File: config.mk
export PLATFORM = sky130hd
export DESIGN_NAME = crc_checked_request_frame_receiver_core
export DESIGN_NICKNAME = d
export VERILOG_FILES = /design/src/hw/rtl/ccrfr_pkg.sv /design/src/hw/rtl/ccrfr_in_stage.sv /design/src/hw/rtl/ccrfr_frame_engine.sv /design/src/hw/rtl/ccrfr_out_stage.sv /design/src/hw/rtl/crc_checked_request_frame_receiver_core.sv
export VERILOG_INCLUDE_DIRS = /design/src /design/src/hw/rtl
export SDC_FILE = /design/constraint.sdc
export NUM_CORES = 1
export LEC_CHECK = 0
export ABC_AREA = 1
export BUFFER_PORTS_ARGS = -buffer_cell sky130_fd_sc_hd__clkbuf_2
export CORE_MARGIN = 1
export CORE_UTILIZATION = 35
export CTS_BUF_LIST = sky130_fd_sc_hd__clkbuf_8
export CTS_CLUSTER_DIAMETER = 150
export DETAILED_ROUTE_END_ITERATION = 7
export GPL_TIMING_DRIVEN = 0
export REMOVE_ABC_BUFFERS = 1
export SLEW_MARGIN = 20
export SYNTH_ARGS = -nofsm -noshare
export SYNTH_HDL_FRONTEND = slang
export SYNTH_HIERARCHICAL = 1
export SYNTH_SLANG_ARGS = --single-unit
File: constraint.sdc
create_clock -name clk -period 13.17 [get_ports clk]
set_clock_uncertainty 0.05 [all_clocks]
set_input_delay 1.317 -clock clk [delete_from_list [all_inputs] [get_ports clk]]
set_output_delay 1.317 -clock clk [all_outputs]
set_load 0.1 [all_outputs]
File: src/hw/rtl/crc_checked_request_frame_receiver_core_assert.svh
// Assertion macros used by the frame engine RTL.
// All of them sample on the rising edge of clk and are off while rst is high.
`ifndef CRC_CHECKED_REQUEST_FRAME_RECEIVER_CORE_ASSERT_SVH
`define CRC_CHECKED_REQUEST_FRAME_RECEIVER_CORE_ASSERT_SVH

`ifndef NO_ASSERTIONS
`define CCRFR_ASSERT_ALWAYS(label, expr) \
  label: assert property (@(posedge clk) disable iff (rst) (expr)) \
    else $error("assertion failed: expression does not hold");
`define CCRFR_ASSERT_IMPLIES(label, ante, cons) \
  label: assert property (@(posedge clk) disable iff (rst) (ante) |-> (cons)) \
    else $error("assertion failed: same-cycle implication");
`define CCRFR_ASSERT_NEXT(label, ante, cons) \
  label: assert property (@(posedge clk) disable iff (rst) (ante) |=> (cons)) \
    else $error("assertion failed: next-cycle implication");
`else
`define CCRFR_ASSERT_ALWAYS(label, expr)
`define CCRFR_ASSERT_IMPLIES(label, ante, cons)
`define CCRFR_ASSERT_NEXT(label, ante, cons)
`endif

`endif

File: src/hw/rtl/ccrfr_pkg.sv
package ccrfr_pkg;

  localparam int HEADER_BYTES  = 20;
  localparam int PAYLOAD_LIMIT = 4096;
  localparam int IDX_W         = 13;
  localparam int HDR_IDX_W     = $clog2(HEADER_BYTES);
  localparam int CRC_SPAN      = 16;
  localparam int CFG_IDX_W     = 2;

  localparam logic [IDX_W-1:0] HDR_LAST_IDX = IDX_W'(HEADER_BYTES - 1);
  localparam logic [IDX_W-1:0] CRC_SPAN_IDX = IDX_W'(CRC_SPAN);
  localparam logic [31:0]      MAX_LEN      = 32'(PAYLOAD_LIMIT);

  localparam logic [31:0] CRC_POLY = 32'hEDB8_8320;
  localparam logic [31:0] CRC_INIT = 32'hFFFF_FFFF;

  localparam logic [15:0] TIMEOUT_RESET = 16'd30000;

  // header byte offsets
  localparam int OFS_MAGIC   = 0;
  localparam int OFS_VERSION = 4;
  localparam int OFS_TYPE    = 5;
  localparam int OFS_FLAGS   = 6;
  localparam int OFS_SEQ     = 8;
  localparam int OFS_LEN     = 12;
  localparam int OFS_CRC     = 16;

  localparam logic OP_BYTE = 1'b0;
  localparam logic OP_TICK = 1'b1;

  localparam logic [CFG_IDX_W-1:0] CFG_MAGIC   = 2'd0;
  localparam logic [CFG_IDX_W-1:0] CFG_VERSION = 2'd1;
  localparam logic [CFG_IDX_W-1:0] CFG_TIMEOUT = 2'd2;

  typedef enum logic [2:0] {
    V_NONE     = 3'd0,
    V_DISPATCH = 3'd1,
    V_REPLAY   = 3'd2,
    V_BAD      = 3'd3,
    V_CRC      = 3'd4
  } verdict_t;

  typedef enum logic [2:0] {
    PH_IDLE    = 3'b001,
    PH_HEADER  = 3'b010,
    PH_PAYLOAD = 3'b100
  } phase_t;

  typedef struct packed {
    logic       opcode;
    logic [7:0] rx_byte;
  } item_t;

  typedef struct packed {
    logic             passthrough;
    logic             payload_valid;
    logic [7:0]       out_byte;
    verdict_t         verdict;
    logic [6:0]       req_type;
    logic [31:0]      req_sequence;
    logic [IDX_W-1:0] req_length;
  } result_t;

  // reflected CRC-32, one byte
  function automatic logic [31:0] crc_feed(input logic [31:0] crc, input logic [7:0] b);
    logic [31:0] c;
    c = crc ^ {24'h0, b};
    for (int k = 0; k < 8; k++) begin
      c = c[0] ? ((c >> 1) ^ CRC_POLY) : (c >> 1);
    end
    return c;
  endfunction

endpackage

File: src/hw/rtl/ccrfr_in_stage.sv
module ccrfr_in_stage (
  input  logic                 clk,
  input  logic                 rst,
  input  logic                 in_valid,
  output logic                 in_ready,
  input  ccrfr_pkg::item_t     in_item,
  input  logic                 take,
  input  logic                 slot_free,
  output logic                 item_valid,
  output ccrfr_pkg::item_t     item
);

  assign in_ready = !item_valid || slot_free;

  always_ff @(posedge clk) begin
    if (rst) begin
      item_valid <= 1'b0;
    end else if (in_valid && in_ready) begin
      item_valid <= 1'b1;
    end else if (take) begin
      item_valid <= 1'b0;
    end
  end

  always_ff @(posedge clk) begin
    if (in_valid && in_ready) begin
      item <= in_item;
    end
  end

endmodule

File: src/hw/rtl/ccrfr_frame_engine.sv
`include "crc_checked_request_frame_receiver_core_assert.svh"

module ccrfr_frame_engine (
  input  logic                             clk,
  input  logic                             rst,
  input  logic                             cfg_write,
  input  logic [ccrfr_pkg::CFG_IDX_W-1:0]  cfg_index,
  input  logic [31:0]                      cfg_data,
  input  logic                             fire,
  input  ccrfr_pkg::item_t                 item,
  output logic                             res_valid,
  output ccrfr_pkg::result_t               res
);

  // configuration
  logic [31:0] frame_magic;
  logic [7:0]  hdr_version;
  logic [15:0] timeout_ticks;

  // frame state
  ccrfr_pkg::phase_t             phase, phase_next;
  logic [ccrfr_pkg::IDX_W-1:0]   byte_index, byte_index_next;
  logic [31:0]                   running_crc, running_crc_next;
  logic [15:0]                   idle_ticks, idle_ticks_next;
  logic                          cache_valid, cache_valid_next;
  logic [31:0]                   cache_sequence, cache_sequence_next;
  logic [6:0]                    cache_type, cache_type_next;
  logic [31:0]                   cache_crc, cache_crc_next;
  logic [7:0]                    header_store [ccrfr_pkg::HEADER_BYTES];

  logic [7:0]                    hdr_view [ccrfr_pkg::HEADER_BYTES];
  logic [7:0]                    b;
  logic                          is_byte;
  logic [6:0]                    f_type;
  logic [31:0]                   f_seq;
  logic [31:0]                   f_len;
  logic [31:0]                   f_crc;
  logic                          header_ok;
  logic [31:0]                   crc_upd;
  logic [ccrfr_pkg::IDX_W-1:0]   idx_inc;
  logic                          finish;
  logic                          finish_pv;
  logic                          hdr_idx_ok;
  logic                          replay_fire;
  logic                          pass_clean;

  assign b       = item.rx_byte;
  assign is_byte = (item.opcode == ccrfr_pkg::OP_BYTE);

  // header as it stands after this byte lands
  always_comb begin
    for (int i = 0; i < ccrfr_pkg::HEADER_BYTES; i++) begin
      hdr_view[i] = (phase == ccrfr_pkg::PH_HEADER && is_byte &&
                     byte_index == ccrfr_pkg::IDX_W'(i)) ? b : header_store[i];
    end
  end

  assign f_type = hdr_view[ccrfr_pkg::OFS_TYPE][6:0];
  assign f_seq  = {hdr_view[ccrfr_pkg::OFS_SEQ+3], hdr_view[ccrfr_pkg::OFS_SEQ+2],
                   hdr_view[ccrfr_pkg::OFS_SEQ+1], hdr_view[ccrfr_pkg::OFS_SEQ]};
  assign f_len  = {hdr_view[ccrfr_pkg::OFS_LEN+3], hdr_view[ccrfr_pkg::OFS_LEN+2],
                   hdr_view[ccrfr_pkg::OFS_LEN+1], hdr_view[ccrfr_pkg::OFS_LEN]};
  assign f_crc  = {hdr_view[ccrfr_pkg::OFS_CRC+3], hdr_view[ccrfr_pkg::OFS_CRC+2],
                   hdr_view[ccrfr_pkg::OFS_CRC+1], hdr_view[ccrfr_pkg::OFS_CRC]};

  assign header_ok =
    ({hdr_view[ccrfr_pkg::OFS_MAGIC+3], hdr_view[ccrfr_pkg::OFS_MAGIC+2],
      hdr_view[ccrfr_pkg::OFS_MAGIC+1], hdr_view[ccrfr_pkg::OFS_MAGIC]} == frame_magic) &&
    (hdr_view[ccrfr_pkg::OFS_VERSION] == hdr_version) &&
    !hdr_view[ccrfr_pkg::OFS_TYPE][7] &&
    (hdr_view[ccrfr_pkg::OFS_FLAGS] == 8'h00) &&
    (hdr_view[ccrfr_pkg::OFS_FLAGS+1] == 8'h00);

  assign idx_inc = byte_index + ccrfr_pkg::IDX_W'(1);

  always_comb begin
    phase_next          = phase;
    byte_index_next     = byte_index;
    running_crc_next    = running_crc;
    idle_ticks_next     = idle_ticks;
    cache_valid_next    = cache_valid;
    cache_sequence_next = cache_sequence;
    cache_type_next     = cache_type;
    cache_crc_next      = cache_crc;
    crc_upd             = running_crc;
    finish              = 1'b0;
    finish_pv           = 1'b0;
    res_valid           = 1'b0;
    res                 = '0;

    if (!is_byte) begin
      if (phase != ccrfr_pkg::PH_IDLE) begin
        if (idle_ticks >= timeout_ticks) begin
          phase_next      = ccrfr_pkg::PH_IDLE;
          byte_index_next = '0;
          idle_ticks_next = '0;
          if (phase == ccrfr_pkg::PH_PAYLOAD) begin
            cache_valid_next = 1'b0;
            res_valid        = 1'b1;
            res.verdict      = ccrfr_pkg::V_BAD;
            res.req_type     = f_type;
            res.req_sequence = f_seq;
            res.req_length   = f_len[ccrfr_pkg::IDX_W-1:0];
          end
        end else begin
          idle_ticks_next = idle_ticks + 16'd1;
        end
      end
    end else begin
      idle_ticks_next = '0;
      case (phase)
        ccrfr_pkg::PH_IDLE: begin
          if (b != frame_magic[7:0]) begin
            res_valid       = 1'b1;
            res.passthrough = 1'b1;
            res.out_byte    = b;
          end else begin
            running_crc_next = ccrfr_pkg::crc_feed(ccrfr_pkg::CRC_INIT, b);
            byte_index_next  = ccrfr_pkg::IDX_W'(1);
            phase_next       = ccrfr_pkg::PH_HEADER;
          end
        end
        ccrfr_pkg::PH_HEADER: begin
          if (byte_index < ccrfr_pkg::CRC_SPAN_IDX) begin
            crc_upd = ccrfr_pkg::crc_feed(running_crc, b);
          end
          running_crc_next = crc_upd;
          byte_index_next  = idx_inc;
          if (byte_index == ccrfr_pkg::HDR_LAST_IDX) begin
            phase_next      = ccrfr_pkg::PH_IDLE;
            byte_index_next = '0;
            if (header_ok) begin
              if (f_len > ccrfr_pkg::MAX_LEN) begin
                cache_valid_next = 1'b0;
                res_valid        = 1'b1;
                res.verdict      = ccrfr_pkg::V_BAD;
                res.req_type     = f_type;
                res.req_sequence = f_seq;
              end else if (f_len == 32'd0) begin
                finish = 1'b1;
              end else begin
                phase_next = ccrfr_pkg::PH_PAYLOAD;
              end
            end
          end
        end
        ccrfr_pkg::PH_PAYLOAD: begin
          crc_upd          = ccrfr_pkg::crc_feed(running_crc, b);
          running_crc_next = crc_upd;
          byte_index_next  = idx_inc;
          if (idx_inc < f_len[ccrfr_pkg::IDX_W-1:0]) begin
            res_valid         = 1'b1;
            res.payload_valid = 1'b1;
            res.out_byte      = b;
          end else begin
            finish    = 1'b1;
            finish_pv = 1'b1;
          end
        end
        default: begin
          phase_next      = ccrfr_pkg::PH_IDLE;
          byte_index_next = '0;
        end
      endcase
    end

    // end of frame: CRC check, then duplicate lookup
    if (finish) begin
      phase_next        = ccrfr_pkg::PH_IDLE;
      byte_index_next   = '0;
      res_valid         = 1'b1;
      res.payload_valid = finish_pv;
      res.out_byte      = finish_pv ? b : 8'h00;
      res.req_type      = f_type;
      res.req_sequence  = f_seq;
      res.req_length    = f_len[ccrfr_pkg::IDX_W-1:0];
      if (~crc_upd != f_crc) begin
        cache_valid_next = 1'b0;
        res.verdict      = ccrfr_pkg::V_CRC;
      end else if (cache_valid && f_seq == cache_sequence && f_type == cache_type &&
                   f_crc == cache_crc) begin
        res.verdict = ccrfr_pkg::V_REPLAY;
      end else begin
        cache_valid_next    = 1'b1;
        cache_sequence_next = f_seq;
        cache_type_next     = f_type;
        cache_crc_next      = f_crc;
        res.verdict         = ccrfr_pkg::V_DISPATCH;
      end
    end
  end

  always_ff @(posedge clk) begin
    if (rst) begin
      frame_magic   <= '0;
      hdr_version   <= '0;
      timeout_ticks <= ccrfr_pkg::TIMEOUT_RESET;
    end else if (cfg_write) begin
      case (cfg_index)
        ccrfr_pkg::CFG_MAGIC:   frame_magic   <= cfg_data;
        ccrfr_pkg::CFG_VERSION: hdr_version   <= cfg_data[7:0];
        ccrfr_pkg::CFG_TIMEOUT: timeout_ticks <= cfg_data[15:0];
        default: ;
      endcase
    end
  end

  always_ff @(posedge clk) begin
    if (rst) begin
      phase          <= ccrfr_pkg::PH_IDLE;
      byte_index     <= '0;
      running_crc    <= ccrfr_pkg::CRC_INIT;
      idle_ticks     <= '0;
      cache_valid    <= 1'b0;
      cache_sequence <= '0;
      cache_type     <= '0;
      cache_crc      <= '0;
    end else if (fire) begin
      phase          <= phase_next;
      byte_index     <= byte_index_next;
      running_crc    <= running_crc_next;
      idle_ticks     <= idle_ticks_next;
      cache_valid    <= cache_valid_next;
      cache_sequence <= cache_sequence_next;
      cache_type     <= cache_type_next;
      cache_crc      <= cache_crc_next;
    end
  end

  // header capture; in idle byte_index is zero, so a frame start lands in entry 0
  always_ff @(posedge clk) begin
    if (fire && is_byte && phase != ccrfr_pkg::PH_PAYLOAD) begin
      header_store[byte_index[ccrfr_pkg::HDR_IDX_W-1:0]] <= b;
    end
  end

  assign hdr_idx_ok  = (byte_index != '0) && (byte_index <= ccrfr_pkg::HDR_LAST_IDX);
  assign replay_fire = fire && res_valid && (res.verdict == ccrfr_pkg::V_REPLAY);
  assign pass_clean  = !res.payload_valid && (res.verdict == ccrfr_pkg::V_NONE);

  `CCRFR_ASSERT_IMPLIES(a_idle_index_zero, phase == ccrfr_pkg::PH_IDLE, byte_index == '0)
  `CCRFR_ASSERT_IMPLIES(a_header_index_range, phase == ccrfr_pkg::PH_HEADER, hdr_idx_ok)
  `CCRFR_ASSERT_NEXT(a_replay_keeps_cache, replay_fire, cache_valid)
  `CCRFR_ASSERT_IMPLIES(a_passthrough_clean, res_valid && res.passthrough, pass_clean)

endmodule

File: src/hw/rtl/ccrfr_out_stage.sv
module ccrfr_out_stage (
  input  logic                clk,
  input  logic                rst,
  input  logic                load,
  input  logic                res_valid,
  input  ccrfr_pkg::result_t  res,
  input  logic                out_ready,
  output logic                out_valid,
  output ccrfr_pkg::result_t  res_q,
  output logic                slot_free
);

  assign slot_free = !out_valid || out_ready;

  always_ff @(posedge clk) begin
    if (rst) begin
      out_valid <= 1'b0;
    end else if (load) begin
      out_valid <= res_valid;
    end else if (out_ready) begin
      out_valid <= 1'b0;
    end
  end

  always_ff @(posedge clk) begin
    if (load && res_valid) begin
      res_q <= res;
    end
  end

endmodule

File: src/hw/rtl/crc_checked_request_frame_receiver_core.sv
// Request frame receiver. Each input transfer is a link byte (opcode 0) or a
// millisecond tick (opcode 1). Idle bytes other than the low byte of
// frame_magic are passed through; the magic low byte starts a 20-byte
// little-endian header, which is checked and then followed by a payload that
// streams out byte by byte while a reflected CRC-32 runs over header bytes
// 0..15 and the payload. Each frame ends in one verdict: dispatch, replay of
// the cached request, bad length or timeout, or CRC mismatch. Bad headers and
// header timeouts are dropped with no output. The block takes one transfer
// per clock while no result waits in the output register; a transfer is held
// in the input register, and any result then goes to the output register.
// The per-byte CRC update (eight shift/xor steps) plus field capture
// is the longest path. Any transfer, including one that yields no result,
// waits while the output register holds a result that has not been taken.
// Configuration writes are only legal while no frame is in progress.
module crc_checked_request_frame_receiver_core (
  input  logic                             clk,
  input  logic                             rst,
  input  logic                             in_valid,
  output logic                             in_ready,
  input  logic                             opcode,
  input  logic [7:0]                       rx_byte,
  input  logic                             cfg_write,
  input  logic [ccrfr_pkg::CFG_IDX_W-1:0]  cfg_index,
  input  logic [31:0]                      cfg_data,
  output logic                             out_valid,
  input  logic                             out_ready,
  output logic                             passthrough,
  output logic                             payload_valid,
  output logic [7:0]                       out_byte,
  output logic [2:0]                       verdict,
  output logic [6:0]                       req_type,
  output logic [31:0]                      req_sequence,
  output logic [ccrfr_pkg::IDX_W-1:0]      req_length
);

  ccrfr_pkg::item_t    in_item;
  ccrfr_pkg::item_t    item;
  logic                item_valid;
  logic                slot_free;
  logic                fire;
  logic                res_valid;
  ccrfr_pkg::result_t  res;
  ccrfr_pkg::result_t  res_q;

  assign in_item.opcode  = opcode;
  assign in_item.rx_byte = rx_byte;
  assign fire            = item_valid && slot_free;

  ccrfr_in_stage u_in (
    .clk        (clk),
    .rst        (rst),
    .in_valid   (in_valid),
    .in_ready   (in_ready),
    .in_item    (in_item),
    .take       (fire),
    .slot_free  (slot_free),
    .item_valid (item_valid),
    .item       (item)
  );

  ccrfr_frame_engine u_engine (
    .clk       (clk),
    .rst       (rst),
    .cfg_write (cfg_write),
    .cfg_index (cfg_index),
    .cfg_data  (cfg_data),
    .fire      (fire),
    .item      (item),
    .res_valid (res_valid),
    .res       (res)
  );

  ccrfr_out_stage u_out (
    .clk       (clk),
    .rst       (rst),
    .load      (fire),
    .res_valid (res_valid),
    .res       (res),
    .out_ready (out_ready),
    .out_valid (out_valid),
    .res_q     (res_q),
    .slot_free (slot_free)
  );

  assign passthrough   = res_q.passthrough;
  assign payload_valid = res_q.payload_valid;
  assign out_byte      = res_q.out_byte;
  assign verdict       = res_q.verdict;
  assign req_type      = res_q.req_type;
  assign req_sequence  = res_q.req_sequence;
  assign req_length    = res_q.req_length;

endmodule
# == Word-level counts from Yosys, hierarchy flattened ==
# Memory sizes are Yosys's and may differ from the RTL's.
# Cells that the tools add are included.
# classes
n_addsub,2
n_bitwise,23
mux,116
n_reduce_logical,55
n_eq_ne,40
n_lt_le_gt_ge,4
# op_table
operator,n
32-bit two-way mux,19
13-bit inverter with 14-bit output,16
8-bit two-way mux,22
42-bit two-way mux,4
54-bit two-way mux,3
13-bit by 4-bit == test with 1-bit output (second input constant),8
32-bit == test,3
32-bit case mux with 3 select lines,1
13-bit two-way mux,7
64-bit two-way mux,1
32-bit case mux with 2 select lines,1
13-bit by 3-bit == test with 1-bit output (second input constant),4
13-bit by 5-bit == test with 1-bit output (second input constant),4
16-bit two-way mux,3
41-bit two-way mux,1
13-bit case mux with 3 select lines,1
1-bit two-way mux,36
1-bit logical AND,33
32-bit by 13-bit > comparator with 1-bit output (second input constant),1
32-bit logical NOT,1
32-bit inequality test,1
32-bit inverter,1
8-bit inverter with 32-bit output,1
32-bit by 8-bit XOR with 32-bit output,1
40 further kinds,67
# totals
reg_bits,268
out_inout_bits,67
ram_bits,160
inputBits,48
wordCells,263
memories,1
# mem_list
memory,depth,word_bits,rd,rd_ports_with_merged_regs,wr,line_no,text
u_engine.header_store,20,8,20,0,1,ccrfr_frame_engine.sv:29,logic [7:0] header_store [ccrfr_pkg::HEADER_BYTES];

# == Longest topological paths before layout ==
# depth
depth_word,24
mapped_depth,29

# == Hierarchy ==
# Netlist, hierarchy kept.
# modules_own_cells
module,instances,area_each_um2,cells_each,seq_area_each_um2
ccrfr_frame_engine,1,23303.6,3553,8648.3
ccrfr_out_stage,1,2003.2,73,1971.9
ccrfr_in_stage,1,326.6,17,290.3
crc_checked_request_frame_receiver_core,1,7.5,2,0.0

# == Least setup slack after synthesis ==
# Ideal clock, no wire load.
# synth_timing
path_type,register to register
from,register u_engine/byte_index[0] (netlist bit)
to,"register, netlist name u_out/res_q[0]"
setup_time_ns,0.419
t_required_ns,12.701
n_path_buf,2
arrival_ns,4.340
synth_period_minus_slack_ns,4.809
path_stages_with_launch,23
slack_ns,8.361
path_cell_list,dfxtp_1 -> ha_1 -> clkbuf_1 -> nand2_1 -> nor3_1 -> nand3_1 -> nor2_1 -> nand4_1 -> xor2_1 -> ha_1 -> nand4_1 -> nor3_1 -> nand2_1 -> o211ai_1 -> nand2_1 -> nand2_1 -> nand2_2 -> inv_2 -> a31oi_1 -> buf_2 -> nand2_1 -> nand2_1 -> inv_1
# synth_via
elab_chain_cells,14
elab_cells_between_ends,65
# synth_lines
element,line_no,text
start: declaration,ccrfr_frame_engine.sv:22,"logic [ccrfr_pkg::IDX_W-1:0] byte_index, byte_index_next;"
start signal: assignment,ccrfr_frame_engine.sv:220,byte_index <= byte_index_next;
"parallel branches: the longest is 12 deep, another holds 32-bit by 13-bit > comparator with 1-bit output",-,
1-bit two-way mux (*),ccrfr_frame_engine.sv:168,if (finish) begin
net res_valid,crc_checked_request_frame_receiver_core.sv:41,logic res_valid;
1-bit logical AND (*),ccrfr_out_stage.sv:26,if (load && res_valid) begin
# Mark *: on every way through the listed nets, which the timed path passes.
# A chain may end at the register's enable or synchronous reset.

# == Worst setup path in the final report ==
# layout_timing
from,"register, netlist name u_in/item[8]"
to,"register, netlist name u_out/res_q[13]"
# layout_via
elab_chain_cells,15
elab_cells_between_ends,53
# layout_lines
element,line_no
"parallel branches: the longest is 13 deep, another holds 32-bit by 13-bit > comparator with 1-bit output",-
1-bit two-way mux (*),ccrfr_frame_engine.sv:168
net res_valid,crc_checked_request_frame_receiver_core.sv:41
1-bit logical AND (*),ccrfr_out_stage.sv:26
# Marked as above.

==> results.py <==
metrics = {
    "placement": {
        "io_buffers": 114,
        "gp_congestion": 0.949,
        "place_hpwl_um": 66100,
    },
    "logic_synthesis": {
        "ys_seq_area_share_pct": 42.6,
        "ys_ff_latch": 428,
        "synthFlopType": "edfxtp_1",
        "async_reset_ff_share_pct": 0,
        "syn-instance-count": 3645,
        "synthTopCellsByArea": "edfxtp_1 27%, nand2_1 19%, dfxtp_1 15%",
        "yosys_warnings": 6,
        "synth.cells.most_frequent": "1303 x nand2_1, 377 x nor2_1, 341 x inv_1",
        "synth.most_common_cell": "nand2_1",
        "yosysUniqueCellTypes": 52,
        "synth_edf_count": 234,
        "netlist.area_leader.share_pct": 27.4,
        "synth_area_sq_um": 25600,
        "synth_largest_area_cell": "edfxtp_1",
        "postSynthAreaPerCell_sq_um": 7.03,
    },
    "clock_tree": {
        "root_buffer": "clkbuf_8",
        "cts_tree": "done",
        "numCtsBuffers": 78,
        "htreeDepth": 3,
        "hold_buffers": 0,
        "post_cts_buffers": 0,
        "path_clk_slew_ns": 0.06,
        "clk_latency_ns": 0.69,
        "cts_sinks": 428,
        "cts_buffer_depth": 3,
        "post_cts_resized": 0,
    },
    "sta": {
        "min_period_ns": 7.16,
        "slew_viol_final": 0,
        "setup_violations": 0,
        "hold_violations": 0,
        "fmax_ghz": 0.140,
        "setup_tns_ns": 0,
        "fin_crit_sh_pct": 54.3,
        "tightest_slew_ns": 1.12,
        "rsz0062_at_grt": "no",
        "slew_headroom_pct": 25.1,
    },
    "route": {
        "vias": 25000,
        "drt_wl_total_um": 90800,
        "ant_nets": 0,
        "routed_via_density": 5.26,
        "routedWlPerCell_um": 19.1,
        "drt-initial-drc-count": 2279,
        "drc": 0,
        "dr.pass1.iters": 6,
    },
    "power_and_ir_drop": {
        "leakage_nw": 13.1,
        "power.density_nw_per_um2": 104,
        "vdd_ir_drop_max_mv": 0.0723,
    },
    "floorplanning": {
        "start_util_pct": 35.6,
        "die_w_um": 273,
        "ios": 115,
        "die_h_um": 273,
        "core_area_sq_um": 72000,
        "die_area_sq_um": 74300,
        "row_count": 98,
    },
    "outcome": {
        "outcome": "complete, no violations",
    },
    "setup_path": {
        "cp_max_fo": 42,
        "cp.arrival_ns": 7.52,
        "criticalPathCategory": "register to register",
        "required_ns": 13.53,
        "endpoint_kind": "register",
        "cp-start-kind": "register",
    },
    "global_route": {
        "grt-ovfl-total": 0,
        "grt_pass1_wl_um": 138000,
        "antenna_found_initial": 1,
        "track_usage_pct": 24.2,
        "grt_pass1_vias": 23400,
        "grt_max_degree": 76,
    },
    "final_layout": {
        "fillers": 7429,
        "syn_to_final_growth_pct": 13.1,
        "drive_gt1_share_pct": 9.24,
        "nets": 3823,
        "final_util_pct": 40.3,
    },
    "worst_hold_path": {
        "worstHoldPathType": "register to register",
    },
    "job": {
        "max_cap_viol_count": 0,
    },
}
metrics by stage:
step / setup slack, ns / power [mW] / instance area [sq um] / hold WS, ns / cells
floorplan: 7.38 / 1.66 / 24900 / 0.388 / 3503
global placement: 2.57 / 1.77 / 26700 / 0.404 / 4567
detailed placement: 6.07 / 1.78 / 27500 / 0.404 / 4611
CTS: 6.08 / 3.04 / 29000 / 0.414 / 4757
global route: 5.64 / 3.13 / 29000 / 0.432 / 4759
finish: 6.01 / 3.01 / 29000 / 0.414 / 4759
report_power, final:
| group | switching [mW] | internal (mW) |
|---|---|---|
| registers | 0.0167 | 1.43 |
| clock network | 0.618 | 0.631 |
| logic | 0.237 | 0.0802 |
metal layers:
| layer | global-route usage, % | part of all wire [%] |
|---|---|---|
| met3 | 3.83 | 7.3 |
| met5 | 0 | 0 |
| met1 | 31.1 | 42 |
| met4 | 9.91 | 3.5 |
| met2 | 40.3 | 47 |
kinds of logic (layout without fill, tap and decap cells):
group                    count (synthesis)  in the layout  share of synthesized area, %
other                                    0              1                             0
buffers and inverters                  503            666                          8.09
AO/OA/AOI/OAI                          422            422                          9.20
adder cells (fa/ha/maj)                 33             33                          1.61
flip-flops                             428            428                          42.6
XOR/XNOR                                50             50                          1.71
AND/OR/NAND/NOR                       2209           2209                          36.8
sequential cells by signal, indices dropped and copies added (netlist names), 3 cells and up:
register / cells
u_engine/cache_sequence: 32
u_engine/cache_crc: 32
u_engine/cache_type: 7
u_engine/header_store: 160
u_engine/byte_index: 13
u_in/item: 9
u_engine/frame_magic: 32
u_engine/hdr_version: 8
u_engine/running_crc: 32
u_engine/idle_ticks: 16
u_engine/timeout_ticks: 16
u_engine/phase: 3
u_out/res_q: 65
cell usage in the layout (no fill, tap or decap), types with 6 or more instances in the layout:
cell type and count:
o22ai_1 6, nand3_2 6, nor2_2 8, ha_1 33, nor3_2 7, xor2_1 42, clkbuf_2 113, nand4_1 119
nor3_1 24, clkinv_2 11, o21ai_1 23, dfxtp_1 194, nand2_1 1303, nor2_4 12, buf_8 28, inv_2 19
edfxtp_1 234, clkinv_1 21, o21ai_2 8, nand2_2 11, nand3_1 288, inv_1 363, buf_12 7, o21ai_0 128
xnor2_1 8, nand3b_1 26, nor2_1 376, o211ai_1 49, a21oi_1 182, nor4_1 10, clkbuf_8 84
critical path: stages (launching register included):
cell and delay [ns]:
edfxtp_1 0.65, inv_2 0.71, nand3_4 0.26, nor2_4 0.92, nand2_1 0.47, o21ai_0 0.68, ha_1 0.37, a21oi_1 0.16
o21a_1 0.12, o21ai_0 0.10, nand2_1 0.08, o211ai_1 0.17, nand2_1 0.10, nand2_1 0.09, nand2_2 0.16, inv_2 0.14
a31oi_2 0.64, nand2_1 0.14, nand2_1 0.31, inv_4 0.23, buf_12 0.25
area by class of cell:
class                   count  area, sq um  share of cell area (%)
clock inverters            63          357                    1.23
inverters                 361         1360                    4.70
well taps                 950         1190                    4.10
multi-input cells        2714        12700                    43.8
repair buffers            159         1320                    4.56
clock buffers              83         1140                    3.94
diodes                      1         2.50                 0.00863
flip-flops and latches    428        10900                    37.6
worst paths after layout:
path,start,to,slack (ns),cells after the start
worst max-delay path,u_in/item[8],u_out/res_q[13],6.01,20
worst min register to register,u_engine/timeout_ticks[6],u_engine/timeout_ticks[6],0.41,2
worst min-delay path,u_engine/timeout_ticks[6],u_engine/timeout_ticks[6],0.41,2
worst max register to register,u_in/item[8],u_out/res_q[13],6.01,20
No activity file was read; power rests on OpenSTA's default activity.
